### src/sv/tlsr_pkg.sv
// Thick line span rasteriser: shared types, codes and default constants.
// Used by every other file of the block; depends on nothing.
package tlsr_pkg;

  localparam int COORD_BITS_DEF    = 16;
  localparam int MAX_THICKNESS_DEF = 32;
  localparam int MAX_DIM_DEF       = 4096;

  localparam int DIM_BITS     = 13;
  localparam int SPAN_BITS    = 12;
  localparam int THK_IN_BITS  = 6;
  localparam int CHAN_BITS    = 8;
  localparam int COLOUR_BITS  = 32;
  localparam int CFG_IDX_BITS = 2;
  localparam int QUEUE_DEPTH  = 2;

  localparam logic [DIM_BITS-1:0] DIM_RESET = 13'd4096;

  typedef enum logic [CFG_IDX_BITS-1:0] {
    CFG_IMAGE_WIDTH  = 2'd0,
    CFG_IMAGE_HEIGHT = 2'd1,
    CFG_HAS_ALPHA    = 2'd2
  } cfg_idx_t;

  typedef enum logic {
    KIND_LOAD = 1'b0,
    KIND_TICK = 1'b1
  } kind_t;

  typedef enum logic [1:0] {
    PH_LINE    = 2'd0,
    PH_DOT_ROW = 2'd1,
    PH_DOT_COL = 2'd2
  } phase_t;

  typedef struct packed {
    logic [DIM_BITS-1:0] width;
    logic [DIM_BITS-1:0] height;
    logic                has_alpha;
  } cfg_t;

endpackage

### src/sv/tlsr_in_if.sv
// Input channel of the thick line span rasteriser: valid/ready plus line fields.
// Depends on tlsr_pkg for default widths.
interface tlsr_in_if #(
  parameter int COORD_BITS = tlsr_pkg::COORD_BITS_DEF
);
  logic                              valid;
  logic                              ready;
  logic                              kind;
  logic signed [COORD_BITS-1:0]      x_start;
  logic signed [COORD_BITS-1:0]      y_start;
  logic signed [COORD_BITS-1:0]      x_end;
  logic signed [COORD_BITS-1:0]      y_end;
  logic [tlsr_pkg::THK_IN_BITS-1:0]  thickness;
  logic [tlsr_pkg::CHAN_BITS-1:0]    red;
  logic [tlsr_pkg::CHAN_BITS-1:0]    green;
  logic [tlsr_pkg::CHAN_BITS-1:0]    blue;
  logic [tlsr_pkg::CHAN_BITS-1:0]    alpha;

  modport source (
    output valid, kind, x_start, y_start, x_end, y_end, thickness, red, green, blue, alpha,
    input  ready
  );
  modport sink (
    input  valid, kind, x_start, y_start, x_end, y_end, thickness, red, green, blue, alpha,
    output ready
  );
endinterface

### src/sv/tlsr_out_if.sv
// Result channel of the thick line span rasteriser: valid/ready plus span fields.
// Depends on tlsr_pkg for field widths.
interface tlsr_out_if;
  logic                            valid;
  logic                            ready;
  logic [tlsr_pkg::SPAN_BITS-1:0]  span_x_first;
  logic [tlsr_pkg::SPAN_BITS-1:0]  span_y_first;
  logic [tlsr_pkg::SPAN_BITS-1:0]  span_x_last;
  logic [tlsr_pkg::SPAN_BITS-1:0]  span_y_last;
  logic                            span_empty;
  logic                            line_done;
  logic [tlsr_pkg::CHAN_BITS-1:0]  out_red;
  logic [tlsr_pkg::CHAN_BITS-1:0]  out_green;
  logic [tlsr_pkg::CHAN_BITS-1:0]  out_blue;
  logic [tlsr_pkg::CHAN_BITS-1:0]  out_alpha;

  modport source (
    output valid, span_x_first, span_y_first, span_x_last, span_y_last, span_empty,
           line_done, out_red, out_green, out_blue, out_alpha,
    input  ready
  );
  modport sink (
    input  valid, span_x_first, span_y_first, span_x_last, span_y_last, span_empty,
           line_done, out_red, out_green, out_blue, out_alpha,
    output ready
  );
endinterface

### src/sv/tlsr_front.sv
// Front end: accepts items, forms endpoint deltas and their magnitudes over two stages.
// Depends on tlsr_pkg and tlsr_in_if.
module tlsr_front #(
  parameter int COORD_BITS    = tlsr_pkg::COORD_BITS_DEF,
  parameter int MAX_THICKNESS = tlsr_pkg::MAX_THICKNESS_DEF,
  parameter int THK_BITS      = $clog2(MAX_THICKNESS + 1)
) (
  input  logic                          clk,
  input  logic                          rst_n,
  tlsr_in_if.sink                       in_if,
  output logic                          q_valid,
  input  logic                          q_ready,
  output logic                          q_kind,
  output logic signed [COORD_BITS-1:0]  q_x1,
  output logic signed [COORD_BITS-1:0]  q_y1,
  output logic signed [COORD_BITS-1:0]  q_x2,
  output logic signed [COORD_BITS-1:0]  q_y2,
  output logic [COORD_BITS-1:0]         q_adx,
  output logic [COORD_BITS-1:0]         q_ady,
  output logic                          q_nx,
  output logic                          q_ny,
  output logic [THK_BITS-1:0]           q_thick,
  output logic [tlsr_pkg::COLOUR_BITS-1:0] q_colour
);

  localparam int THK_CMP_BITS = 9;

  logic                          s1_v_r, s2_v_r;
  logic                          s1_rdy, s2_rdy;
  logic                          s1_kind_r, s2_kind_r;
  logic signed [COORD_BITS-1:0]  s1_x1_r, s1_y1_r, s1_x2_r, s1_y2_r;
  logic signed [COORD_BITS-1:0]  s2_x1_r, s2_y1_r, s2_x2_r, s2_y2_r;
  logic signed [COORD_BITS:0]    s1_dx_r, s1_dy_r;
  logic signed [COORD_BITS:0]    dx_in, dy_in, dx_neg, dy_neg;
  logic [COORD_BITS-1:0]         s2_adx_r, s2_ady_r;
  logic                          s2_nx_r, s2_ny_r;
  logic [THK_BITS-1:0]           thk_sat, s1_thk_r, s2_thk_r;
  logic [tlsr_pkg::COLOUR_BITS-1:0] s1_col_r, s2_col_r;

  assign s2_rdy      = !s2_v_r || q_ready;
  assign s1_rdy      = !s1_v_r || s2_rdy;
  assign in_if.ready = s1_rdy;

  always_comb begin
    dx_in = {in_if.x_end[COORD_BITS-1], in_if.x_end} -
            {in_if.x_start[COORD_BITS-1], in_if.x_start};
    dy_in = {in_if.y_end[COORD_BITS-1], in_if.y_end} -
            {in_if.y_start[COORD_BITS-1], in_if.y_start};
    if (THK_CMP_BITS'(in_if.thickness) > THK_CMP_BITS'(MAX_THICKNESS)) begin
      thk_sat = THK_BITS'(MAX_THICKNESS);
    end else begin
      thk_sat = THK_BITS'(in_if.thickness);
    end
    dx_neg = -s1_dx_r;
    dy_neg = -s1_dy_r;
  end

  always_ff @(posedge clk) begin
    if (!rst_n) begin
      s1_v_r <= 1'b0;
      s2_v_r <= 1'b0;
    end else begin
      if (s1_rdy) s1_v_r <= in_if.valid;
      if (s2_rdy) s2_v_r <= s1_v_r;
    end
  end

  always_ff @(posedge clk) begin
    if (in_if.valid && s1_rdy) begin
      s1_kind_r <= in_if.kind;
      s1_x1_r   <= in_if.x_start;
      s1_y1_r   <= in_if.y_start;
      s1_x2_r   <= in_if.x_end;
      s1_y2_r   <= in_if.y_end;
      s1_dx_r   <= dx_in;
      s1_dy_r   <= dy_in;
      s1_thk_r  <= thk_sat;
      s1_col_r  <= {in_if.red, in_if.green, in_if.blue, in_if.alpha};
    end
    if (s1_v_r && s2_rdy) begin
      s2_kind_r <= s1_kind_r;
      s2_x1_r   <= s1_x1_r;
      s2_y1_r   <= s1_y1_r;
      s2_x2_r   <= s1_x2_r;
      s2_y2_r   <= s1_y2_r;
      s2_adx_r  <= s1_dx_r[COORD_BITS] ? dx_neg[COORD_BITS-1:0] : s1_dx_r[COORD_BITS-1:0];
      s2_ady_r  <= s1_dy_r[COORD_BITS] ? dy_neg[COORD_BITS-1:0] : s1_dy_r[COORD_BITS-1:0];
      s2_nx_r   <= s1_dx_r[COORD_BITS];
      s2_ny_r   <= s1_dy_r[COORD_BITS];
      s2_thk_r  <= s1_thk_r;
      s2_col_r  <= s1_col_r;
    end
  end

  assign q_valid  = s2_v_r;
  assign q_kind   = s2_kind_r;
  assign q_x1     = s2_x1_r;
  assign q_y1     = s2_y1_r;
  assign q_x2     = s2_x2_r;
  assign q_y2     = s2_y2_r;
  assign q_adx    = s2_adx_r;
  assign q_ady    = s2_ady_r;
  assign q_nx     = s2_nx_r;
  assign q_ny     = s2_ny_r;
  assign q_thick  = s2_thk_r;
  assign q_colour = s2_col_r;

endmodule

### src/sv/tlsr_fifo.sv
// Short item queue between front and back end; power-of-two depth, first word fall-through.
// Depends on tlsr_pkg for the default depth.
module tlsr_fifo #(
  parameter int WIDTH = 8,
  parameter int DEPTH = tlsr_pkg::QUEUE_DEPTH,
  parameter int CNT_BITS = $clog2(DEPTH + 1)
) (
  input  logic                clk,
  input  logic                rst_n,
  input  logic                wr_valid,
  output logic                wr_ready,
  input  logic [WIDTH-1:0]    wr_data,
  output logic                rd_valid,
  input  logic                rd_pop,
  output logic [WIDTH-1:0]    rd_data,
  output logic [CNT_BITS-1:0] count
);

  localparam int PTR_BITS = (DEPTH > 1) ? $clog2(DEPTH) : 1;

  logic [WIDTH-1:0]    mem [DEPTH];
  logic [PTR_BITS-1:0] wr_ptr_r, rd_ptr_r;
  logic [CNT_BITS-1:0] cnt_r;
  logic                push, pop;

  assign wr_ready = (cnt_r != CNT_BITS'(DEPTH));
  assign rd_valid = (cnt_r != '0);
  assign push     = wr_valid && wr_ready;
  assign pop      = rd_pop && rd_valid;
  assign rd_data  = mem[rd_ptr_r];
  assign count    = cnt_r;

  always_ff @(posedge clk) begin
    if (!rst_n) begin
      wr_ptr_r <= '0;
      rd_ptr_r <= '0;
      cnt_r    <= '0;
    end else begin
      if (push) wr_ptr_r <= wr_ptr_r + PTR_BITS'(1);
      if (pop)  rd_ptr_r <= rd_ptr_r + PTR_BITS'(1);
      if (push && !pop) cnt_r <= cnt_r + CNT_BITS'(1);
      else if (pop && !push) cnt_r <= cnt_r - CNT_BITS'(1);
    end
  end

  always_ff @(posedge clk) begin
    if (push) mem[wr_ptr_r] <= wr_data;
  end

endmodule

### src/sv/tlsr_back.sv
// Back end: holds the current line, steps it one span per tick and clips to the image.
// Depends on tlsr_pkg and tlsr_out_if.
module tlsr_back #(
  parameter int COORD_BITS    = tlsr_pkg::COORD_BITS_DEF,
  parameter int MAX_THICKNESS = tlsr_pkg::MAX_THICKNESS_DEF,
  parameter int THK_BITS      = $clog2(MAX_THICKNESS + 1)
) (
  input  logic                          clk,
  input  logic                          rst_n,
  input  tlsr_pkg::cfg_t                cfg,
  input  logic                          q_valid,
  output logic                          q_pop,
  input  logic                          q_kind,
  input  logic signed [COORD_BITS-1:0]  q_x1,
  input  logic signed [COORD_BITS-1:0]  q_y1,
  input  logic signed [COORD_BITS-1:0]  q_x2,
  input  logic signed [COORD_BITS-1:0]  q_y2,
  input  logic [COORD_BITS-1:0]         q_adx,
  input  logic [COORD_BITS-1:0]         q_ady,
  input  logic                          q_nx,
  input  logic                          q_ny,
  input  logic [THK_BITS-1:0]           q_thick,
  input  logic [tlsr_pkg::COLOUR_BITS-1:0] q_colour,
  tlsr_out_if.source                    out_if
);

  localparam int CW = (COORD_BITS + 2 > 15) ? COORD_BITS + 2 : 15;
  localparam int SB = tlsr_pkg::SPAN_BITS;
  localparam int DB = tlsr_pkg::DIM_BITS;
  localparam int CB = tlsr_pkg::CHAN_BITS;

  // line state
  logic                          active_r, active_nxt;
  tlsr_pkg::phase_t              phase_r, phase_nxt;
  logic                          major_y_r, major_y_nxt;
  logic                          mneg_r, mneg_nxt;
  logic signed [COORD_BITS-1:0]  cur_x_r, cur_x_nxt, cur_y_r, cur_y_nxt;
  logic [COORD_BITS-1:0]         rem_r, rem_nxt, err_r, err_nxt;
  logic [COORD_BITS-1:0]         diff_r, diff_nxt, mdm_r, mdm_nxt;
  logic [THK_BITS-1:0]           thick_r, thick_nxt;
  logic [tlsr_pkg::COLOUR_BITS-1:0] col_r, col_nxt;

  // load decode
  logic                          ld_deg, ld_my, ld_swap, ld_mneg;
  logic [COORD_BITS-1:0]         ld_md, ld_mdm;
  logic signed [COORD_BITS-1:0]  minor_step;

  // span
  logic                          out_free, tick_go;
  logic                          along_x, sp_empty, sp_done;
  logic signed [CW-1:0]          f_w, c_w, lo_w, hi_w, limf_w, limr_w, limr_m1, lo_c, hi_c;
  logic [THK_BITS-1:0]           t_m1;
  logic [SB-1:0]                 sp_xf, sp_yf, sp_xl, sp_yl;
  logic [CB-1:0]                 sp_r, sp_g, sp_b, sp_a;

  logic                          out_valid_r;
  logic [SB-1:0]                 o_xf_r, o_yf_r, o_xl_r, o_yl_r;
  logic                          o_empty_r, o_done_r;
  logic [CB-1:0]                 o_r_r, o_g_r, o_b_r, o_a_r;

  assign out_free = !out_valid_r || out_if.ready;
  assign q_pop    = q_valid && ((q_kind == tlsr_pkg::KIND_LOAD) || out_free);
  assign tick_go  = q_pop && (q_kind == tlsr_pkg::KIND_TICK);

  always_comb begin
    ld_deg     = (q_adx == '0) && (q_ady == '0);
    ld_my      = q_ady > q_adx;
    ld_swap    = ld_my ? q_ny : q_nx;
    ld_md      = ld_my ? q_ady : q_adx;
    ld_mdm     = ld_my ? q_adx : q_ady;
    ld_mneg    = (ld_my ? q_nx : q_ny) ^ ld_swap;
    minor_step = mneg_r ? -COORD_BITS'(1) : COORD_BITS'(1);
  end

  // next state
  always_comb begin
    active_nxt  = active_r;
    phase_nxt   = phase_r;
    major_y_nxt = major_y_r;
    mneg_nxt    = mneg_r;
    cur_x_nxt   = cur_x_r;
    cur_y_nxt   = cur_y_r;
    rem_nxt     = rem_r;
    err_nxt     = err_r;
    diff_nxt    = diff_r;
    mdm_nxt     = mdm_r;
    thick_nxt   = thick_r;
    col_nxt     = col_r;
    if (q_pop && (q_kind == tlsr_pkg::KIND_LOAD)) begin
      active_nxt  = 1'b1;
      phase_nxt   = ld_deg ? tlsr_pkg::PH_DOT_ROW : tlsr_pkg::PH_LINE;
      major_y_nxt = ld_my;
      mneg_nxt    = ld_mneg;
      cur_x_nxt   = ld_swap ? q_x2 : q_x1;
      cur_y_nxt   = ld_swap ? q_y2 : q_y1;
      rem_nxt     = ld_md;
      err_nxt     = '0;
      diff_nxt    = ld_md - ld_mdm;
      mdm_nxt     = ld_mdm;
      thick_nxt   = q_thick;
      col_nxt     = q_colour;
    end else if (tick_go && active_r) begin
      unique case (phase_r)
        tlsr_pkg::PH_DOT_ROW: phase_nxt = tlsr_pkg::PH_DOT_COL;
        tlsr_pkg::PH_DOT_COL: begin
          phase_nxt  = tlsr_pkg::PH_LINE;
          active_nxt = 1'b0;
        end
        tlsr_pkg::PH_LINE: begin
          if (rem_r == '0) begin
            active_nxt = 1'b0;
          end else begin
            rem_nxt = rem_r - COORD_BITS'(1);
            if (major_y_r) cur_y_nxt = cur_y_r + COORD_BITS'(1);
            else           cur_x_nxt = cur_x_r + COORD_BITS'(1);
            if (err_r >= diff_r) begin
              err_nxt = err_r - diff_r;
              if (major_y_r) cur_x_nxt = cur_x_r + minor_step;
              else           cur_y_nxt = cur_y_r + minor_step;
            end else begin
              err_nxt = err_r + mdm_r;
            end
          end
        end
        default: phase_nxt = tlsr_pkg::PH_LINE;
      endcase
    end
  end

  // span for the current step
  always_comb begin
    along_x = (phase_r == tlsr_pkg::PH_DOT_ROW) ||
              ((phase_r == tlsr_pkg::PH_LINE) && major_y_r);
    f_w     = along_x ? {{(CW-COORD_BITS){cur_y_r[COORD_BITS-1]}}, cur_y_r}
                      : {{(CW-COORD_BITS){cur_x_r[COORD_BITS-1]}}, cur_x_r};
    c_w     = along_x ? {{(CW-COORD_BITS){cur_x_r[COORD_BITS-1]}}, cur_x_r}
                      : {{(CW-COORD_BITS){cur_y_r[COORD_BITS-1]}}, cur_y_r};
    limf_w  = along_x ? $signed({{(CW-DB){1'b0}}, cfg.height})
                      : $signed({{(CW-DB){1'b0}}, cfg.width});
    limr_w  = along_x ? $signed({{(CW-DB){1'b0}}, cfg.width})
                      : $signed({{(CW-DB){1'b0}}, cfg.height});
    limr_m1 = limr_w - $signed(CW'(1));
    t_m1    = thick_r - THK_BITS'(1);
    lo_w    = c_w - $signed({{(CW-THK_BITS){1'b0}}, t_m1 >> 1});
    hi_w    = c_w + $signed({{(CW-THK_BITS){1'b0}}, thick_r >> 1});
    sp_empty = !active_r || (thick_r == '0) || f_w[CW-1] || (f_w >= limf_w) ||
               hi_w[CW-1] || (lo_w >= limr_w);
    lo_c    = lo_w[CW-1] ? '0 : lo_w;
    hi_c    = (hi_w > limr_m1) ? limr_m1 : hi_w;
    sp_done = !active_r || (phase_r == tlsr_pkg::PH_DOT_COL) ||
              ((phase_r == tlsr_pkg::PH_LINE) && (rem_r == '0));
    sp_xf = '0;
    sp_yf = '0;
    sp_xl = '0;
    sp_yl = '0;
    if (!sp_empty) begin
      if (along_x) begin
        sp_xf = lo_c[SB-1:0];
        sp_xl = hi_c[SB-1:0];
        sp_yf = f_w[SB-1:0];
        sp_yl = f_w[SB-1:0];
      end else begin
        sp_yf = lo_c[SB-1:0];
        sp_yl = hi_c[SB-1:0];
        sp_xf = f_w[SB-1:0];
        sp_xl = f_w[SB-1:0];
      end
    end
    sp_r = active_r ? col_r[4*CB-1:3*CB] : '0;
    sp_g = active_r ? col_r[3*CB-1:2*CB] : '0;
    sp_b = active_r ? col_r[2*CB-1:CB] : '0;
    sp_a = (active_r && cfg.has_alpha) ? col_r[CB-1:0] : '0;
  end

  always_ff @(posedge clk) begin
    if (!rst_n) begin
      active_r    <= 1'b0;
      phase_r     <= tlsr_pkg::PH_LINE;
      out_valid_r <= 1'b0;
    end else begin
      active_r <= active_nxt;
      phase_r  <= phase_nxt;
      if (tick_go)           out_valid_r <= 1'b1;
      else if (out_if.ready) out_valid_r <= 1'b0;
    end
  end

  always_ff @(posedge clk) begin
    major_y_r <= major_y_nxt;
    mneg_r    <= mneg_nxt;
    cur_x_r   <= cur_x_nxt;
    cur_y_r   <= cur_y_nxt;
    rem_r     <= rem_nxt;
    err_r     <= err_nxt;
    diff_r    <= diff_nxt;
    mdm_r     <= mdm_nxt;
    thick_r   <= thick_nxt;
    col_r     <= col_nxt;
    if (tick_go) begin
      o_xf_r    <= sp_xf;
      o_yf_r    <= sp_yf;
      o_xl_r    <= sp_xl;
      o_yl_r    <= sp_yl;
      o_empty_r <= sp_empty;
      o_done_r  <= sp_done;
      o_r_r     <= sp_r;
      o_g_r     <= sp_g;
      o_b_r     <= sp_b;
      o_a_r     <= sp_a;
    end
  end

  assign out_if.valid        = out_valid_r;
  assign out_if.span_x_first = o_xf_r;
  assign out_if.span_y_first = o_yf_r;
  assign out_if.span_x_last  = o_xl_r;
  assign out_if.span_y_last  = o_yl_r;
  assign out_if.span_empty   = o_empty_r;
  assign out_if.line_done    = o_done_r;
  assign out_if.out_red      = o_r_r;
  assign out_if.out_green    = o_g_r;
  assign out_if.out_blue     = o_b_r;
  assign out_if.out_alpha    = o_a_r;

endmodule

### src/sv/thick_line_span_rasterizer_unit.sv
// Thick line span rasteriser, top level. A tick goes through the two front stages, the
// queue and the result register; loads give no result. Throughput: one item per cycle,
// set by the back end's error/step update; ticks wait while a result is held untaken.
// Reset: synchronous, active low; clears the pipeline, queue and line, sets image size
// to 4096 x 4096 (capped at MAX_DIM) with alpha present. Depends on all other files.
module thick_line_span_rasterizer_unit #(
  parameter int COORD_BITS    = tlsr_pkg::COORD_BITS_DEF,
  parameter int MAX_THICKNESS = tlsr_pkg::MAX_THICKNESS_DEF,
  parameter int MAX_DIM       = tlsr_pkg::MAX_DIM_DEF
) (
  input  logic                               clk,
  input  logic                               rst_n,
  tlsr_in_if.sink                            in_if,
  tlsr_out_if.source                         out_if,
  input  logic                               cfg_we,
  input  logic [tlsr_pkg::CFG_IDX_BITS-1:0]  cfg_index,
  input  logic [tlsr_pkg::DIM_BITS-1:0]      cfg_data
);

  localparam int THK_BITS = $clog2(MAX_THICKNESS + 1);
  localparam int DB       = tlsr_pkg::DIM_BITS;
  localparam int QW       = 1 + 6 * COORD_BITS + 2 + THK_BITS + tlsr_pkg::COLOUR_BITS;
  localparam int CNT_BITS = $clog2(tlsr_pkg::QUEUE_DEPTH + 1);
  localparam logic [DB-1:0] DIM_CAP = (MAX_DIM > 8191) ? 13'h1FFF : DB'(MAX_DIM);

  tlsr_pkg::cfg_t                cfg_r;
  logic [DB-1:0]                 dim_wr;

  logic                          f_valid, f_ready;
  logic                          f_kind, f_nx, f_ny;
  logic signed [COORD_BITS-1:0]  f_x1, f_y1, f_x2, f_y2;
  logic [COORD_BITS-1:0]         f_adx, f_ady;
  logic [THK_BITS-1:0]           f_thick;
  logic [tlsr_pkg::COLOUR_BITS-1:0] f_colour;

  logic                          q_valid, q_pop;
  logic [QW-1:0]                 q_wdata, q_rdata;
  logic [CNT_BITS-1:0]           q_cnt;
  logic                          b_kind, b_nx, b_ny;
  logic signed [COORD_BITS-1:0]  b_x1, b_y1, b_x2, b_y2;
  logic [COORD_BITS-1:0]         b_adx, b_ady;
  logic [THK_BITS-1:0]           b_thick;
  logic [tlsr_pkg::COLOUR_BITS-1:0] b_colour;

  assign dim_wr = (cfg_data > DIM_CAP) ? DIM_CAP : cfg_data;

  always_ff @(posedge clk) begin
    if (!rst_n) begin
      cfg_r.width     <= (tlsr_pkg::DIM_RESET > DIM_CAP) ? DIM_CAP : tlsr_pkg::DIM_RESET;
      cfg_r.height    <= (tlsr_pkg::DIM_RESET > DIM_CAP) ? DIM_CAP : tlsr_pkg::DIM_RESET;
      cfg_r.has_alpha <= 1'b1;
    end else if (cfg_we) begin
      unique case (cfg_index)
        tlsr_pkg::CFG_IMAGE_WIDTH:  cfg_r.width     <= dim_wr;
        tlsr_pkg::CFG_IMAGE_HEIGHT: cfg_r.height    <= dim_wr;
        tlsr_pkg::CFG_HAS_ALPHA:    cfg_r.has_alpha <= cfg_data[0];
        default: ;
      endcase
    end
  end

  tlsr_front #(
    .COORD_BITS    (COORD_BITS),
    .MAX_THICKNESS (MAX_THICKNESS),
    .THK_BITS      (THK_BITS)
  ) u_front (
    .clk      (clk),
    .rst_n    (rst_n),
    .in_if    (in_if),
    .q_valid  (f_valid),
    .q_ready  (f_ready),
    .q_kind   (f_kind),
    .q_x1     (f_x1),
    .q_y1     (f_y1),
    .q_x2     (f_x2),
    .q_y2     (f_y2),
    .q_adx    (f_adx),
    .q_ady    (f_ady),
    .q_nx     (f_nx),
    .q_ny     (f_ny),
    .q_thick  (f_thick),
    .q_colour (f_colour)
  );

  assign q_wdata = {f_kind, f_x1, f_y1, f_x2, f_y2, f_adx, f_ady, f_nx, f_ny, f_thick, f_colour};
  assign {b_kind, b_x1, b_y1, b_x2, b_y2, b_adx, b_ady, b_nx, b_ny, b_thick, b_colour} = q_rdata;

  tlsr_fifo #(
    .WIDTH    (QW),
    .DEPTH    (tlsr_pkg::QUEUE_DEPTH),
    .CNT_BITS (CNT_BITS)
  ) u_queue (
    .clk      (clk),
    .rst_n    (rst_n),
    .wr_valid (f_valid),
    .wr_ready (f_ready),
    .wr_data  (q_wdata),
    .rd_valid (q_valid),
    .rd_pop   (q_pop),
    .rd_data  (q_rdata),
    .count    (q_cnt)
  );

  tlsr_back #(
    .COORD_BITS    (COORD_BITS),
    .MAX_THICKNESS (MAX_THICKNESS),
    .THK_BITS      (THK_BITS)
  ) u_back (
    .clk      (clk),
    .rst_n    (rst_n),
    .cfg      (cfg_r),
    .q_valid  (q_valid),
    .q_pop    (q_pop),
    .q_kind   (b_kind),
    .q_x1     (b_x1),
    .q_y1     (b_y1),
    .q_x2     (b_x2),
    .q_y2     (b_y2),
    .q_adx    (b_adx),
    .q_ady    (b_ady),
    .q_nx     (b_nx),
    .q_ny     (b_ny),
    .q_thick  (b_thick),
    .q_colour (b_colour),
    .out_if   (out_if)
  );

`ifndef SYNTHESIS
  a_queue_bound: assert property (@(posedge clk) disable iff (!rst_n)
    q_cnt <= CNT_BITS'(tlsr_pkg::QUEUE_DEPTH))
    else $error("item queue overfilled");

  a_load_silent: assert property (@(posedge clk) disable iff (!rst_n)
    (!out_if.valid && q_pop && (b_kind == tlsr_pkg::KIND_LOAD)) |=> !out_if.valid)
    else $error("load item produced a result");

  a_empty_zero: assert property (@(posedge clk) disable iff (!rst_n)
    (out_if.valid && out_if.span_empty) |->
      (out_if.span_x_first == '0) && (out_if.span_y_first == '0) &&
      (out_if.span_x_last == '0) && (out_if.span_y_last == '0))
    else $error("empty span with non-zero corners");

  a_span_order: assert property (@(posedge clk) disable iff (!rst_n)
    (out_if.valid && !out_if.span_empty) |->
      (out_if.span_x_first <= out_if.span_x_last) &&
      (out_if.span_y_first <= out_if.span_y_last))
    else $error("clipped span corners out of order");
`endif

endmodule
### src/flat_wrapper.sv
// flat-port wrapper written by rule: the top's interface ports become plain ports
module thick_line_span_rasterizer_unit_flat 
#(
  parameter int COORD_BITS    = tlsr_pkg::COORD_BITS_DEF,
  parameter int MAX_THICKNESS = tlsr_pkg::MAX_THICKNESS_DEF,
  parameter int MAX_DIM       = tlsr_pkg::MAX_DIM_DEF
)
  (clk, rst_n, cfg_we, cfg_index, cfg_data, in_if_valid, in_if_kind, in_if_x_start, in_if_y_start, in_if_x_end, in_if_y_end, in_if_thickness, in_if_red, in_if_green, in_if_blue, in_if_alpha, in_if_ready, out_if_valid, out_if_span_x_first, out_if_span_y_first, out_if_span_x_last, out_if_span_y_last, out_if_span_empty, out_if_line_done, out_if_out_red, out_if_out_green, out_if_out_blue, out_if_out_alpha, out_if_ready);
  tlsr_in_if #(.COORD_BITS(COORD_BITS)) in_if_i ();
  tlsr_out_if out_if_i ();
  input  logic clk;
  input  logic rst_n;
  input  logic cfg_we;
  input  logic [tlsr_pkg::CFG_IDX_BITS-1:0] cfg_index;
  input  logic [tlsr_pkg::DIM_BITS-1:0] cfg_data;
  input wire logic [$bits(in_if_i.valid)-1:0] in_if_valid;
  input wire logic [$bits(in_if_i.kind)-1:0] in_if_kind;
  input wire logic [$bits(in_if_i.x_start)-1:0] in_if_x_start;
  input wire logic [$bits(in_if_i.y_start)-1:0] in_if_y_start;
  input wire logic [$bits(in_if_i.x_end)-1:0] in_if_x_end;
  input wire logic [$bits(in_if_i.y_end)-1:0] in_if_y_end;
  input wire logic [$bits(in_if_i.thickness)-1:0] in_if_thickness;
  input wire logic [$bits(in_if_i.red)-1:0] in_if_red;
  input wire logic [$bits(in_if_i.green)-1:0] in_if_green;
  input wire logic [$bits(in_if_i.blue)-1:0] in_if_blue;
  input wire logic [$bits(in_if_i.alpha)-1:0] in_if_alpha;
  output wire logic [$bits(in_if_i.ready)-1:0] in_if_ready;
  output wire logic [$bits(out_if_i.valid)-1:0] out_if_valid;
  output wire logic [$bits(out_if_i.span_x_first)-1:0] out_if_span_x_first;
  output wire logic [$bits(out_if_i.span_y_first)-1:0] out_if_span_y_first;
  output wire logic [$bits(out_if_i.span_x_last)-1:0] out_if_span_x_last;
  output wire logic [$bits(out_if_i.span_y_last)-1:0] out_if_span_y_last;
  output wire logic [$bits(out_if_i.span_empty)-1:0] out_if_span_empty;
  output wire logic [$bits(out_if_i.line_done)-1:0] out_if_line_done;
  output wire logic [$bits(out_if_i.out_red)-1:0] out_if_out_red;
  output wire logic [$bits(out_if_i.out_green)-1:0] out_if_out_green;
  output wire logic [$bits(out_if_i.out_blue)-1:0] out_if_out_blue;
  output wire logic [$bits(out_if_i.out_alpha)-1:0] out_if_out_alpha;
  input wire logic [$bits(out_if_i.ready)-1:0] out_if_ready;
  assign in_if_i.valid = in_if_valid;
  assign in_if_i.kind = in_if_kind;
  assign in_if_i.x_start = in_if_x_start;
  assign in_if_i.y_start = in_if_y_start;
  assign in_if_i.x_end = in_if_x_end;
  assign in_if_i.y_end = in_if_y_end;
  assign in_if_i.thickness = in_if_thickness;
  assign in_if_i.red = in_if_red;
  assign in_if_i.green = in_if_green;
  assign in_if_i.blue = in_if_blue;
  assign in_if_i.alpha = in_if_alpha;
  assign in_if_ready = in_if_i.ready;
  assign out_if_valid = out_if_i.valid;
  assign out_if_span_x_first = out_if_i.span_x_first;
  assign out_if_span_y_first = out_if_i.span_y_first;
  assign out_if_span_x_last = out_if_i.span_x_last;
  assign out_if_span_y_last = out_if_i.span_y_last;
  assign out_if_span_empty = out_if_i.span_empty;
  assign out_if_line_done = out_if_i.line_done;
  assign out_if_out_red = out_if_i.out_red;
  assign out_if_out_green = out_if_i.out_green;
  assign out_if_out_blue = out_if_i.out_blue;
  assign out_if_out_alpha = out_if_i.out_alpha;
  assign out_if_i.ready = out_if_ready;
  thick_line_span_rasterizer_unit #(.COORD_BITS(COORD_BITS), .MAX_THICKNESS(MAX_THICKNESS), .MAX_DIM(MAX_DIM)) u_core (.clk(clk), .rst_n(rst_n), .in_if(in_if_i), .out_if(out_if_i), .cfg_we(cfg_we), .cfg_index(cfg_index), .cfg_data(cfg_data));
endmodule
### config.mk
export PLATFORM = sky130hd
export DESIGN_NAME = thick_line_span_rasterizer_unit_flat
export DESIGN_NICKNAME = d
export VERILOG_FILES = /design/src/sv/tlsr_pkg.sv /design/src/sv/tlsr_in_if.sv /design/src/sv/tlsr_out_if.sv /design/src/sv/tlsr_front.sv /design/src/sv/tlsr_fifo.sv /design/src/sv/tlsr_back.sv /design/src/sv/thick_line_span_rasterizer_unit.sv /design/src/flat_wrapper.sv
export SDC_FILE = /design/constraint.sdc
export NUM_CORES = 1
export LEC_CHECK = 0
export ABC_AREA = 0
export ABC_CLOCK_PERIOD_IN_PS = 9500
export BUFFER_PORTS_ARGS = -buffer_cell sky130_fd_sc_hd__buf_2
export CAP_MARGIN = 20
export CORE_MARGIN = 2
export CORE_UTILIZATION = 41
export CTS_CLUSTER_DIAMETER = 60
export CTS_CLUSTER_SIZE = 14
export DETAILED_ROUTE_END_ITERATION = 10
export PLACE_DENSITY = 0.58
export SYNTH_ARGS = -nofsm -noshare
export SYNTH_HDL_FRONTEND = slang
export SYNTH_SLANG_ARGS = --single-unit
### constraint.sdc
create_clock -name clk -period 9.5 [get_ports clk]
set_clock_uncertainty 0.15 [all_clocks]
set_input_delay 0.95 -clock clk [delete_from_list [all_inputs] [get_ports clk]]
set_output_delay 0.95 -clock clk [all_outputs]
set_load 0.02 [all_outputs]
Word-level counts from Yosys, hierarchy flattened
Memory sizes are Yosys's and may differ from the RTL's. A register that Yosys moved wholly into a read port is not among the register bits.
Cells that the tools add are included.
- multiplexer cells: 55
- $add $sub $neg: 20
- bitwise operators: 3
- $lt $le $gt $ge: 7
- reductions and logical operators: 51
- equal/unequal tests: 8
- operators by type and width (kind ; number):
    $mux 16 ; 26
    $mux 12 ; 6
    $add 16x16->16 ; 3
    $logic_not 16->1 ; 3
    $mux 13 ; 3
    $ge 18x14->1 ; 2
    $mux 18 ; 2
    $sub 16x16->17 ; 2
    $add 16x2->16 const B ; 2
    $neg 16->16 ; 2
    $sub 16x16->16 ; 2
    $add 18x6->18 ; 1
    $gt 18x14->1 ; 1
    $sub 18x6->18 ; 1
    $ge 16x16->1 ; 1
    $gt 16x16->1 ; 1
    $sub 16x1->16 const B ; 1
    $logic_and 1x1->1 ; 14
    $sub 13x1->14 const B ; 1
    $gt 13x13->1 const B ; 1
    $logic_or 1x1->1 ; 12
    $mux 1 ; 12
    $reduce_bool 2->1 ; 5
    $reduce_and 3->1 ; 3
    other kinds (19) ; 37
- input port bits: 123
- logic and storage cells: 196
- flip-flop bits (word level): 529
- RAM bits: 274
- output and inout bits: 84
- memories: 1
- memories (name ; depth ; width ; rd ports ; clocked after memory_dff ; wr ports ; RTL line ; RTL):
    u_core.u_queue.mem ; 2 ; 137 ; 1 ; 1 ; 1 ; tlsr_fifo.sv:21 ; logic [WIDTH-1:0] mem [DEPTH];

Longest topological paths before layout
Gate-level depths: netlist of the first run.
- depth after elaboration: 8
- depth in mapped cells: 31
- depth with buffers taken out: 25

By module
Synthesis of the first run repeated with hierarchy kept, for this count alone.
- cells, all modules: 2992
- area total of the unflattened synthesis: 38735.9 sq um
- by module, submodules not included (module ; area each (sq um) ; sequential area each (sq um) ; cells each ; instances):
    tlsr_back ; 16918.7 ; 6466.2 ; 1830 ; 1
    tlsr_front ; 10568.9 ; 8267.9 ; 606 ; 1
    tlsr_fifo ; 10163.5 ; 8328.0 ; 450 ; 1
    thick_line_span_rasterizer_unit ; 1084.8 ; 540.5 ; 106 ; 1

Worst setup path before layout of the first run
Ideal clock, no wire load.
- path type: flip-flop to flip-flop
- start point: register u_core.u_queue.cnt_r[0] (netlist: u_core.u_queue.count[0])
- end point: register u_core.u_front.s2_adx_r[0] (netlist: u_core.u_front.q_adx[0]) (enable)
- buffers on the path: 0
- arrival time: 6.681 ns
- setup time: 0.652 ns
- clock period less this slack: 7.483 ns
- cell stages (with the launch flop): 4
- data required time: 8.698 ns
- setup slack: 2.017 ns
- path through: dfxtp_1 > nand2b_1 > nor2_1 > nor2b_1
- longest elaborated chain between the ends: 3
- ends and longest elaborated chain (element ; RTL line ; RTL):
    from (decl) ; tlsr_fifo.sv:23 ; logic [CNT_BITS-1:0] cnt_r;
    from (signal assigned) ; tlsr_fifo.sv:41 ; if (push && !pop) cnt_r <= cnt_r + CNT_BITS'(1);
    from (signal assigned) ; tlsr_fifo.sv:42 ; else if (pop && !push) cnt_r <= cnt_r - CNT_BITS'(1);
    $ne 2x2->1 ; tlsr_fifo.sv:26 ; assign wr_ready = (cnt_r != CNT_BITS'(DEPTH));
    $logic_or 1x1->1 ; tlsr_front.sv:40 ; assign s2_rdy = !s2_v_r || q_ready;
    $logic_and 1x1->1 ; tlsr_front.sv:80 ; if (s1_v_r && s2_rdy) begin
    to (signal assigned) ; tlsr_front.sv:86 ; s2_adx_r <= s1_dx_r[COORD_BITS] ? dx_neg[COORD_BITS-1:0] : s1_dx_r[COORD_BITS-1:0];
    to (decl) ; tlsr_front.sv:35 ; logic [COORD_BITS-1:0] s2_adx_r, s2_ady_r;
Every way passes these cells.
A chain may end at the register's enable or synchronous reset.

Worst setup path in the final report of the first run
- start point: register u_core.u_back.major_y_r
- end point: register u_core.u_back.o_xl_r[2] (netlist: u_core.u_back.out_if.span_x_last[2]), data pin
- longest elaborated chain between the ends: 7
- elaborated cells between the ends (all ways): 18
- those cells by class: add/sub (3); order compare (3); mux (6); reduce/logical (6)
- ends and longest elaborated chain (element ; RTL line ; RTL):
    from (decl) ; tlsr_back.sv:35 ; logic major_y_r, major_y_nxt;
    from (signal assigned) ; tlsr_back.sv:189 ; major_y_r <= major_y_nxt;
    $logic_and 1x1->1 (*) ; tlsr_back.sv:133 ; ((phase_r == tlsr_pkg::PH_LINE) && major_y_r);
    $logic_or 1x1->1 (*) ; tlsr_back.sv:132 ; along_x = (phase_r == tlsr_pkg::PH_DOT_ROW) ||
    $mux 18 (tied with other cells) ; tlsr_back.sv:136 ; c_w = along_x ? {{(CW-COORD_BITS){cur_x_r[COORD_BITS-1]}}, cur_x_r}
    $add 18x6->18 (tied with other cells) ; tlsr_back.sv:145 ; hi_w = c_w + $signed({{(CW-THK_BITS){1'b0}}, thick_r >> 1});
    $gt 18x14->1 or $logic_or 1x1->1 (tied branches) ; tlsr_back.sv:149, tlsr_back.sv:146 ;
    $mux 12 or $logic_or 1x1->1 (tied branches) ; tlsr_back.sv:149, tlsr_back.sv:146 ;
    $mux 12 or $logic_or 1x1->1 (tied branches) ; tlsr_back.sv:157, tlsr_back.sv:147 ;
    to (signal assigned) ; tlsr_back.sv:202 ; o_xl_r <= sp_xl;
    to (decl) ; tlsr_back.sv:57 ; logic [SB-1:0] o_xf_r, o_yf_r, o_xl_r, o_yl_r;
Every way passes the cells marked *; elsewhere a longest branch is shown, timed or not.

==> summary.log, run 1 <==
[pwr] leakage power 15.8 nW
[yosys] Warnings, synthesis 0
[yosys] largest area contributor in the netlist sky130_fd_sc_hd__edfxtp_1
[timing] Final Hold Violating Endpoints 0
[yosys] Async S/R FF share, synth 0
[floorplanning] initial standard-cell utilization of the core 0.414
[global_routing] first-pass GRT wire length 139 mm
[yosys] Mapped Avg Cell Area 12.8 µm²
[detailed_routing] TritonRoute pass-1 iters 6
[floorplanning] Total Die Area 95000 µm²
[clock_network] Reg clk slew, reported paths 60 ps
[detailed_routing] vias per inst 5.37
[yosys] number of flops mapped to enable cells by yosys 750
[global_routing] GR Util All Layers 0.191
[worst_setup_path] arrival time of the worst setup path 6960 ps
[yosys] leading cell types by total area after synthesis sky130_fd_sc_hd__edfxtp_1 (59%), sky130_fd_sc_hd__ha_1 (5.7%), sky130_fd_sc_hd__nand2_1 (3.1%)
[timing] Worst-Margin Slew 1030 ps
[detailed_routing] Routed Antenna Nets 0
[worst_setup_path] type of origin of the critical path flop
[worst_setup_path] CP peak stage delay 770 ps
[finish] layout-stage area growth over the synthesis result 12.7%
[clock_network] CTS buffer count 77
[worst_setup_path] Slowest cell on crit path sky130_fd_sc_hd__buf_4
[job] max capacitance violation total 0
[yosys] Synth Register Bits 804
[global_routing] largest net degree at the start of global routing 78
[outcome] outcome completed
[worst_setup_path] data required time of the worst path 9730 ps
[placed_design] RePlAce Congestion 0.889
[detailed_routing] DR vias 23600
[timing] setup violators final 0
[clock_network] clock tree from TritonCTS yes
[global_routing] most used routing layer in global routing met2
[global_routing] fraction of met1 tracks used by global routing 0.266
[timing] unrepaired setup endpoints after global routing false
[min_path] class of the tightest hold or removal check reg -> reg
[pwr] worst vdd rail ir drop 0.125 mV
[timing] hold slack 262 ps
[floorplanning] vertical die dimension 308 µm
[worst_setup_path] Setup CP Type reg -> reg
[placed_design] IO Port Bufs 206
[detailed_routing] Avg WL per Cell 20.7 µm
[floorplanning] number of cell rows 111
[clock_network] # resized after CTS 0
[global_routing] met2 routing resource usage after global routing 0.315
[floorplanning] Die Wd 308 µm
[clock_network] buffers inserted during post-CTS setup optimization 0
[clock_network] clock sink total 804
[timing] maximum operating frequency 0.149 GHz
[global_routing] total gr overflow 0
[clock_network] htree depth 3
[timing] post-route clock period utilization 0.708
[yosys] cell area after synthesis 37900 µm²
[yosys] area fraction of the dominant cell type after synthesis 0.594
[clock_network] cell at the root of the clock tree sky130_fd_sc_hd__clkbuf_16
[timing] min setup slack post-route 2770 ps
[yosys] post-synth net total 3260
[detailed_routing] drt drc 0
[floorplanning] area of the core region 91700 µm²
[worst_setup_path] cell-by-cell listing of the critical path o21bai_4, buf_4, mux2i_1, a21o_1, nor2_1, nand2_1, nor3b_1, nand2_1, nand3_1, o21ai_0, ha_1, nand4_1, nor3_1, o21ai_0, and4_1, nor3_2, buf_4, mux2i_1, o21ai_0, nor2b_1
[timing] Post-Route Setup TNS 0 ps
[worst_setup_path] Max Fanout on Critical Path 68
[detailed_routing] wirelength, routed 91.1 mm
[placed_design] Detailed Place HPWL 65.2 mm
[timing] worst slew margin relative to its limit 0.315
[clock_network] maximum clock insertion buffer count 3
[clock_network] hold bufs inserted after CTS 0
[timing] shortest clock period the worst path allows after layout 6730 ps
[finish] Total Nets Final 3478
[global_routing] initial antenna violation count 3
[floorplanning] I/O pins 207
[yosys] number of instances in the synthesized netlist 2955
[worst_setup_path] kind of end point of the critical path flop
[yosys] post-synthesis sequential area ratio 0.622
[pwr] power density normalized to cell area 299 nW/µm²
[worst_setup_path] crit-path most repeated cell sky130_fd_sc_hd__o21ai_0
[yosys] Primary FF master, synth sky130_fd_sc_hd__edfxtp_1
[clock_network] clock insertion delay at the later pin of the skew report 650 ps
[global_routing] met3 usage in global routing 0.0269
[global_routing] via count of the first global-routing pass 23500
[timing] Max Transition Viols Final 0
[yosys] Netlist cell types 83
[placed_design] Setup Slack @ Placement 2790 ps
[detailed_routing] drt first-iter violations 1772
[finish] layout cell share with drive strength beyond 1 0.150
## cell usage in the layout (no fill, tap or decap), types with 21 or more instances in the layout
master / Yosys / layout
sky130_fd_sc_hd__edfxtp_1: 750 / 750
sky130_fd_sc_hd__nand2_1: 310 / 309
sky130_fd_sc_hd__buf_2: 16 / 206
sky130_fd_sc_hd__nor2_1: 180 / 177
sky130_fd_sc_hd__ha_1: 174 / 174
sky130_fd_sc_hd__a21oi_1: 173 / 173
sky130_fd_sc_hd__o21ai_0: 143 / 143
sky130_fd_sc_hd__inv_1: 136 / 135
sky130_fd_sc_hd__xnor2_1: 126 / 126
sky130_fd_sc_hd__clkbuf_16: 0 / 79
sky130_fd_sc_hd__nand3_1: 66 / 66
sky130_fd_sc_hd__mux2i_1: 64 / 64
sky130_fd_sc_hd__xor2_1: 63 / 63
sky130_fd_sc_hd__mux2_2: 54 / 54
sky130_fd_sc_hd__dfxtp_1: 54 / 53
sky130_fd_sc_hd__nor2b_1: 46 / 45
sky130_fd_sc_hd__nor3_1: 45 / 44
sky130_fd_sc_hd__and2_1: 40 / 39
sky130_fd_sc_hd__a21boi_0: 36 / 36
sky130_fd_sc_hd__a21o_1: 35 / 35
sky130_fd_sc_hd__buf_4: 4 / 35
sky130_fd_sc_hd__mux4_2: 33 / 33
sky130_fd_sc_hd__o21a_1: 27 / 27
sky130_fd_sc_hd__or3_1: 26 / 26
sky130_fd_sc_hd__nand4_1: 21 / 21
## per-layer routing
metal  vias up  routed length [µm]
met1     11600               41900
met5         -                   0
met2       587               43400
met4         0                1580
li1      11300                   -
met3       115                4200
## worst max-delay path: cells and delay by family, from the launching register on
family	cells	cell delay, ps
muxes	2	680
DFF	1	720
and+or+nand+nor	10	2060
AOI/OAI and AO/OA	5	1370
buffers and inverters	2	1110
adders and majority gates	1	330
## worst paths after layout
check,cells past startpoint,from,slack (ps),to
max,20,u_core.u_back.major_y_r,2770,u_core.u_back.out_if.span_x_last[2]
max reg2reg,20,u_core.u_back.major_y_r,2770,u_core.u_back.out_if.span_x_last[2]
min reg2reg,0,u_core.u_front.s1_col_r[2],260,u_core.u_front.q_colour[2]
min,0,u_core.u_front.s1_col_r[2],260,u_core.u_front.q_colour[2]
## final cells by class
type	count	area (µm²)
timing repair buffer	242	1320
antenna	1	2.50
sequential	804	23600
tap	1186	1480
multi-input combinational	1911	13400
clock buffer	90	2020
inverter	137	517
fill	8197	48900
clock inverter	31	367
## Yosys cell counts (9+ instances only)
cell type                  count
sky130_fd_sc_hd__mux2i_1      64
sky130_fd_sc_hd__o31ai_1      18
sky130_fd_sc_hd__o21a_1       27
sky130_fd_sc_hd__or3_1        26
sky130_fd_sc_hd__nand2_1     310
sky130_fd_sc_hd__ha_1        174
sky130_fd_sc_hd__inv_1       136
sky130_fd_sc_hd__and2_1       40
sky130_fd_sc_hd__nor2b_1      46
sky130_fd_sc_hd__o21bai_1      9
sky130_fd_sc_hd__edfxtp_1    750
sky130_fd_sc_hd__mux4_2       33
sky130_fd_sc_hd__a31oi_1      20
sky130_fd_sc_hd__and3_1       21
sky130_fd_sc_hd__dfxtp_1      54
sky130_fd_sc_hd__or4_1        10
sky130_fd_sc_hd__o211ai_1     10
sky130_fd_sc_hd__clkbuf_1     71
sky130_fd_sc_hd__o21ai_0     143
sky130_fd_sc_hd__a21o_1       35
sky130_fd_sc_hd__nor4_1       11
sky130_fd_sc_hd__mux2_2       54
sky130_fd_sc_hd__nor2_1      180
sky130_fd_sc_hd__xnor2_1     126
sky130_fd_sc_hd__xor2_1       63
sky130_fd_sc_hd__buf_2        16
sky130_fd_sc_hd__a21oi_1     173
sky130_fd_sc_hd__nand4_1      21
sky130_fd_sc_hd__nor3_1       45
sky130_fd_sc_hd__a211oi_1     13
sky130_fd_sc_hd__a21boi_0     36
sky130_fd_sc_hd__nand3_1      66
sky130_fd_sc_hd__buf_1        11
sky130_fd_sc_hd__nand2b_1     20
## cell families after synthesis
group | count (synthesis) | synth area share
xor+xnor | 189 | 0.0436
fa+ha+maj | 184 | 0.0622
simple gates | 826 | 0.102
buf+inv | 240 | 0.0249
compound gates | 560 | 0.0922
flops | 804 | 0.622
mux | 152 | 0.0528
## flip-flops by register name, indices dropped and copies added, names as in the netlist, 17 cells and up, named ones only
signal / count
u_core.u_queue.mem: 274
u_core.u_front.s1_dx_r: 17
u_core.u_front.s1_dy_r: 17
u_core.u_front.q_colour: 32
u_core.u_back.col_r: 32
u_core.u_front.s1_col_r: 32
u_core.cfg_r: 27
## report_power, final
part	total (mW)	internal [mW]	switching, mW
Sequential	4.99	4.60	0.392
Combinational	4.86	1.83	3.03
Clock	2.95	1.60	1.35
Total	12.8	8.03	4.77
## through the flow
stage / power (mW) / cells / util / instance area (µm²)
floorplan: 8.44 / 2955 / - / 37900
global placement: 9.84 / 4279 / 0.440 / 40300
detailed placement: 9.92 / 4280 / 0.440 / 40400
CTS: 12.9 / 4401 / 0.466 / 42800
global route: 13.6 / 4402 / 0.466 / 42800
finish: 12.8 / 4402 / 0.466 / 42800
(Power assumes the default switching activity.)
==> inputs of run 2 (changes only) <==
Settings changed: ABC_CLOCK_PERIOD_IN_PS 9500 to 6630.
Clock period 9.5 ns to 6.63 ns, I/O delays scaled along.
==> run 2 against run 1 <==
Net effect: final area rose by 0.41%; first-iteration DRC count increased by 5.9%; global-route usage decreased by 0.22 points; hold slack got worse by 220 ps; non-clock buffer count rose by 18; flip-flop and latch count is the same; maximum frequency grew 19%; register-to-register slack lost 1800 ps; largest power group unchanged.
==> summary.log, run 2 (synthesis results as in run 1) <==
[detailed_routing] Routed Antenna Nets 0
[worst_setup_path] CP peak stage delay 430 ps
[finish] Total Nets Final 3496
[clock_network] cell at the root of the clock tree sky130_fd_sc_hd__clkbuf_16
[timing] Worst-Margin Slew 1040 ps
[worst_setup_path] data required time of the worst path 6850 ps
[global_routing] first-pass GRT wire length 138 mm
[timing] unrepaired setup endpoints after global routing false
[pwr] total net switching power 6.84 mW
[worst_setup_path] Slowest cell on crit path sky130_fd_sc_hd__edfxtp_1
[placed_design] Setup Slack @ Placement 1030 ps
[global_routing] total gr overflow 0
[floorplanning] number of cell rows 111
[pwr] Switching Share 0.372
[floorplanning] initial standard-cell utilization of the core 0.414
[timing] worst slew margin relative to its limit 0.308
[clock_network] clock tree from TritonCTS yes
[clock_network] clock insertion delay at the later pin of the skew report 640 ps
[pwr] Clk network pwr share 0.229
[clock_network] CTS buffer count 77
[finish] layout-stage area growth over the synthesis result 13.2%
[placed_design] Detailed Place HPWL 65.2 mm
[clock_network] htree depth 3
[timing] maximum operating frequency 0.177 GHz
[outcome] outcome completed
[worst_setup_path] capture point of the worst reg-to-reg path u_core.u_back.out_if.span_x_last[4]
[finish] flip-flop count of the largest register after layout 274
[floorplanning] vertical die dimension 308 µm
[floorplanning] I/O pins 207
[pwr] relative contribution of combinational cells to total power 0.385
[detailed_routing] vias per inst 5.38
[timing] Max Transition Viols Final 0
[finish] total of fill cells in the finished design 8091
[finish] most frequent cells in the layout sky130_fd_sc_hd__edfxtp_1 (750), sky130_fd_sc_hd__nand2_1 (309), sky130_fd_sc_hd__buf_2 (206)
[timing] setup violators final 0
[global_routing] GR Util All Layers 0.189
[global_routing] via count of the first global-routing pass 23700
[finish] layout cell share with drive strength beyond 1 0.154
[floorplanning] Die Wd 308 µm
[worst_setup_path] type of origin of the critical path flop
[pwr] total design power 18.4 mW
[timing] min setup slack post-route 972 ps
[pwr] sequential group share of total power 0.386
[floorplanning] Total Die Area 95000 µm²
[clock_network] buffers inserted during post-CTS setup optimization 0
[clock_network] clock sink total 804
[clock_network] hold bufs inserted after CTS 0
[pwr] leakage power 15.8 nW
[worst_setup_path] Register-to-Register Setup Slack 970 ps
[finish] most frequent standard cell in the layout excluding fill and tap cells sky130_fd_sc_hd__edfxtp_1
[min_path] class of the tightest hold or removal check in -> reg
[min_path] Hold Path Sink u_core.u_front.s1_col_r[3]
[worst_setup_path] crit-path most repeated cell sky130_fd_sc_hd__o21ai_0
[timing] shortest clock period the worst path allows after layout 5660 ps
[pwr] power density normalized to cell area 429 nW/µm²
[detailed_routing] TritonRoute pass-1 iters 7
[min_path] startpoint of the lowest-slack hold path in_if_alpha[3]
[global_routing] largest net degree at the start of global routing 79
[detailed_routing] Avg WL per Cell 20.4 µm
[worst_setup_path] reg2reg path depth 26
[worst_setup_path] arrival time of the worst setup path 5870 ps
[global_routing] initial antenna violation count 5
[placed_design] IO Port Bufs 206
[pwr] worst vdd rail ir drop 0.228 mV
[detailed_routing] wirelength, routed 90.4 mm
[clock_network] Reg clk slew, reported paths 70 ps
[worst_setup_path] kind of end point of the critical path flop
[detailed_routing] drt drc 0
[clock_network] maximum clock insertion buffer count 3
[detailed_routing] DR vias 23800
[placed_design] RePlAce Congestion 0.900
[worst_setup_path] Max Fanout on Critical Path 32
[clock_network] # resized after CTS 0
[timing] post-route clock period utilization 0.853
[worst_setup_path] Setup CP Type reg -> reg
[worst_setup_path] worst flop-to-flop path startpoint u_core.u_back.major_y_r
[floorplanning] area of the core region 91700 µm²
[pwr] P_int 11.6 mW
[job] max capacitance violation total 0
[timing] Post-Route Setup TNS 0 ps
[timing] Final Hold Violating Endpoints 0
[finish] largest reg by FF count u_core.u_queue.mem
[finish] final core utilization 0.468
[min_path] WHS Path Cells 1
[detailed_routing] drt first-iter violations 1876
run 2: cell count changes in the layout (fill, tap and decap cells not counted), sizes merged:
cell	change
buf	+18
clkbuf	+4
diode	+2
run 2: through the flow:
stage / std cells / hold slack, ps / instance area [µm²]
2_1_floorplan: 2955 / 250 / 37900
3_3_place_gp: 4296 / 250 / 40500
3_5_place_dp: 4297 / 255 / 40500
4_1_cts: 4422 / 2.29 / 42900
5_1_grt: 4424 / 21.8 / 42900
6_report: 4426 / 44.1 / 42900
run 2: worst max-delay path by stage:
stage,startpoint,endpoint,slack (ps),cells past startpoint
floorplan,u_core.u_back.major_y_r,u_core.u_back.out_if.span_x_last[2],160,30
global placement,u_core.u_back.major_y_r,u_core.u_back.out_if.span_x_last[4],1150,26
detailed placement,u_core.u_back.major_y_r,u_core.u_back.out_if.span_x_last[4],1030,26
CTS,u_core.u_back.major_y_r,u_core.u_back.out_if.span_x_last[4],1010,26
global route,u_core.u_back.cur_x_r[0],u_core.u_back.out_if.span_x_last[4],370,27
finish,u_core.u_back.major_y_r,u_core.u_back.out_if.span_x_last[4],970,26
run 2: critical path: cells and delay by family (launching register included):
| kind | cells | cell delay (ps) |
|---|---|---|
| flip-flops | 1 | 430 |
| AO/OA/AOI/OAI | 8 | 1240 |
| AND/OR/NAND/NOR | 10 | 1720 |
| buffers and inverters | 4 | 640 |
| adder cells (fa/ha/maj) | 3 | 890 |
| multiplexers | 1 | 300 |
run 2: routing by layer:
| metal | vias up | share of wire | global-route usage |
|---|---|---|---|
| li1 | 11400 | - | - |
| met1 | 11600 | 0.46 | 0.261 |
| met2 | 649 | 0.46 | 0.300 |
| met3 | 133 | 0.052 | 0.0294 |
| met4 | 0 | 0.032 | 0.0709 |
| met5 | - | 0 | 0 |
run 2: area by class of cell:
type	count	area, µm²	share of cell area
multi-input cells	1911	13400	0.313
flip-flops and latches	804	23600	0.550
diodes	3	7.51	0.000175
well taps	1186	1480	0.0346
inverters	137	517	0.0120
repair buffers	260	1470	0.0343
clock buffers	94	2030	0.0473
clock inverters	31	370	0.00863
run 2: power by group through the flow:
stage	combinational (mW)	sequential [mW]	clock, mW
final	7.08	7.11	4.21
after CTS	7.07	7.11	4.33
after global placement	6.91	7.19	0
after floorplan	4.87	7.20	0
after detailed placement	7.03	7.21	0
after global routing	7.83	7.18	4.52
==> inputs of run 3 (changes only) <==
Settings changed: CORE_MARGIN 2 to 10, CORE_UTILIZATION 41 to 40, MAX_ROUTING_LAYER from default to met4, PLACE_DENSITY 0.58 to 0.57.
==> run 3 against run 2 <==
Net effect: sequential power about the same; sequential share of layout area down 0.30 points; critical path depth down 3; via count down 0.66%; non-clock buffer count unchanged; highest routed layer unchanged; critical path type unchanged; routed wire length up 2.2%; die area up 13%; core utilization down 0.79 points; first-iteration DRC count down 2.2%.
==> summary.log, run 3 (synthesis results as in run 1) <==
[pwr] total design power 18.6 mW
[detailed_routing] Routed Antenna Nets 0
[global_routing] GR Util All Layers 0.172
[detailed_routing] TritonRoute pass-1 iters 5
[floorplanning] Total Die Area 108000 µm²
[worst_setup_path] reg2reg path depth 23
[clock_network] buffers inserted during post-CTS setup optimization 0
[finish] number of inserted diodes 0
[clock_network] htree depth 3
[worst_setup_path] worst setup path startpoint u_core.u_back.major_y_r
[min_path] class of the tightest hold or removal check in -> reg
[clock_network] clock sink total 804
[timing] min setup slack post-route 681 ps
[pwr] leakage power 15.9 nW
[detailed_routing] Avg WL per Cell 20.6 µm
[clock_network] maximum clock insertion buffer count 3
[placed_design] Detailed Place HPWL 66.4 mm
[outcome] outcome completed
[worst_setup_path] arrival time of the worst setup path 6170 ps
[finish] most frequent standard cell in the layout excluding fill and tap cells sky130_fd_sc_hd__edfxtp_1
[timing] post-route clock period utilization 0.897
[finish] total of fill cells in the finished design 8342
[floorplanning] number of cell rows 112
[timing] setup violators final 0
[detailed_routing] wirelength, routed 92.4 mm
[detailed_routing] drt drc 0
[detailed_routing] drt first-iter violations 1835
[worst_setup_path] data required time of the worst path 6850 ps
[timing] Max Transition Viols Final 0
[finish] layout cell share with drive strength beyond 1 0.157
[timing] unrepaired setup endpoints after global routing false
[worst_setup_path] type of origin of the critical path flop
[worst_setup_path] Max Fanout on Critical Path 32
[job] max capacitance violation total 0
[clock_network] clock insertion delay at the later pin of the skew report 640 ps
[clock_network] hold bufs inserted after CTS 0
[global_routing] first-pass GRT wire length 141 mm
[worst_setup_path] worst flop-to-flop path startpoint u_core.u_back.major_y_r
[floorplanning] initial standard-cell utilization of the core 0.405
[worst_setup_path] Setup CP Type reg -> reg
[finish] largest reg by FF count u_core.u_queue.mem
[clock_network] cell at the root of the clock tree sky130_fd_sc_hd__clkbuf_16
[finish] layout-stage area growth over the synthesis result 13.8%
[clock_network] Reg clk slew, reported paths 60 ps
[placed_design] IO Port Bufs 206
[worst_setup_path] kind of end point of the critical path flop
[clock_network] # resized after CTS 0
[pwr] worst vdd rail ir drop 0.214 mV
[global_routing] initial antenna violation count 1
[timing] Post-Route Setup TNS 0 ps
[timing] worst slew margin relative to its limit 0.301
[global_routing] total gr overflow 0
[clock_network] clock tree from TritonCTS yes
[timing] shortest clock period the worst path allows after layout 5950 ps
[clock_network] CTS buffer count 80
[finish] flip-flop count of the largest register after layout 274
[placed_design] RePlAce Congestion 0.889
[worst_setup_path] Setup crit end u_core.u_back.out_if.span_x_last[2]
[global_routing] via count of the first global-routing pass 24100
[detailed_routing] DR vias 23700
[worst_setup_path] capture point of the worst reg-to-reg path u_core.u_back.out_if.span_x_last[2]
[floorplanning] Die Wd 328 µm
[floorplanning] vertical die dimension 328 µm
[global_routing] largest net degree at the start of global routing 138
[timing] maximum operating frequency 0.168 GHz
[timing] Worst-Margin Slew 1050 ps
[pwr] power density normalized to cell area 431 nW/µm²
[placed_design] Setup Slack @ Placement 814 ps
[detailed_routing] vias per inst 5.27
[worst_setup_path] Register-to-Register Setup Slack 680 ps
[finish] most frequent cells in the layout sky130_fd_sc_hd__edfxtp_1 (750), sky130_fd_sc_hd__nand2_1 (309), sky130_fd_sc_hd__buf_2 (206)
[timing] Final Hold Violating Endpoints 0
[floorplanning] area of the core region 93700 µm²
[finish] Total Nets Final 3499
[floorplanning] I/O pins 207
run 3: layout make-up:
| type | count | area [µm²] | share of cell area |
|---|---|---|---|
| Clock buffer | 88 | 2050 | 0.0476 |
| Inverter | 137 | 517 | 0.0120 |
| Sequential cell | 804 | 23600 | 0.547 |
| Clock inverter | 38 | 472 | 0.0109 |
| Timing Repair Buffer | 260 | 1500 | 0.0347 |
| Multi-Input combinational cell | 1911 | 13500 | 0.312 |
| Tap cell | 1254 | 1570 | 0.0363 |
run 3: worst min-delay path by stage:
stage | startpoint | to | cells after the start | slack [ps]
2_1_floorplan | u_core.u_front.s1_col_r[0] | u_core.u_front.q_colour[0] | 0 | 250
3_3_place_gp | u_core.u_front.s1_x2_r[5] | u_core.u_front.q_x2[5] | 0 | 250
3_5_place_dp | u_core.u_front.s1_col_r[19] | u_core.u_front.q_colour[19] | 0 | 250
4_1_cts | in_if_red[2] | u_core.u_front.s1_col_r[26] | 1 | 9
5_1_grt | in_if_red[2] | u_core.u_front.s1_col_r[26] | 1 | 10
6_report | in_if_red[2] | u_core.u_front.s1_col_r[26] | 1 | 50
run 3: per-stage QoR:
step / cell area (µm²) / utilization / instances / hold slack [ps]
2_1_floorplan: 37900 / - / 2955 / 250
5_1_grt: 43200 / 0.460 / 4492 / 11.4
4_1_cts: 43200 / 0.460 / 4492 / 8.67
3_3_place_gp: 40600 / 0.434 / 4366 / 252
6_report: 43200 / 0.460 / 4492 / 53.1
3_5_place_dp: 40600 / 0.434 / 4366 / 255
run 3: power by group:
| part | leakage (nW) | internal (mW) | switching [mW] |
|---|---|---|---|
| sequential | 7.46 | 6.58 | 0.535 |
| clock | 1.24 | 2.50 | 1.95 |
| combinational | 7.24 | 2.69 | 4.37 |
| total | 15.9 | 11.8 | 6.85 |
run 3: layer usage:
layer  wire (µm)  part of all wire  vias to the layer above  track usage
met5           0                 0                        -            -
met4        2170             0.023                        0       0.0489
met3        4810             0.052                      134       0.0322
met2       43900              0.48                      581        0.275
met1       41500              0.45                    11500        0.223
li1            -                 -                    11400            -
run 3: critical path, cell delays in order, from the launching register on:
cell and delay, ps:
sky130_fd_sc_hd__edfxtp_1 430, sky130_fd_sc_hd__o21bai_4 270, sky130_fd_sc_hd__mux2i_1 480, sky130_fd_sc_hd__inv_1 90, sky130_fd_sc_hd__ha_1 340, sky130_fd_sc_hd__a21oi_1 80
sky130_fd_sc_hd__o21bai_1 210, sky130_fd_sc_hd__a21oi_1 200, sky130_fd_sc_hd__nor2_1 390, sky130_fd_sc_hd__nand2_1 250, sky130_fd_sc_hd__nor3b_1 420, sky130_fd_sc_hd__nand2_1 100
sky130_fd_sc_hd__nand3_1 80, sky130_fd_sc_hd__o21ai_0 100, sky130_fd_sc_hd__ha_1 330, sky130_fd_sc_hd__nand4_1 140, sky130_fd_sc_hd__nor3_1 190, sky130_fd_sc_hd__o21ai_0 130
sky130_fd_sc_hd__and4_1 230, sky130_fd_sc_hd__nor3_2 110, sky130_fd_sc_hd__buf_4 370, sky130_fd_sc_hd__mux2i_1 310, sky130_fd_sc_hd__o21ai_0 110, sky130_fd_sc_hd__nor2b_1 160
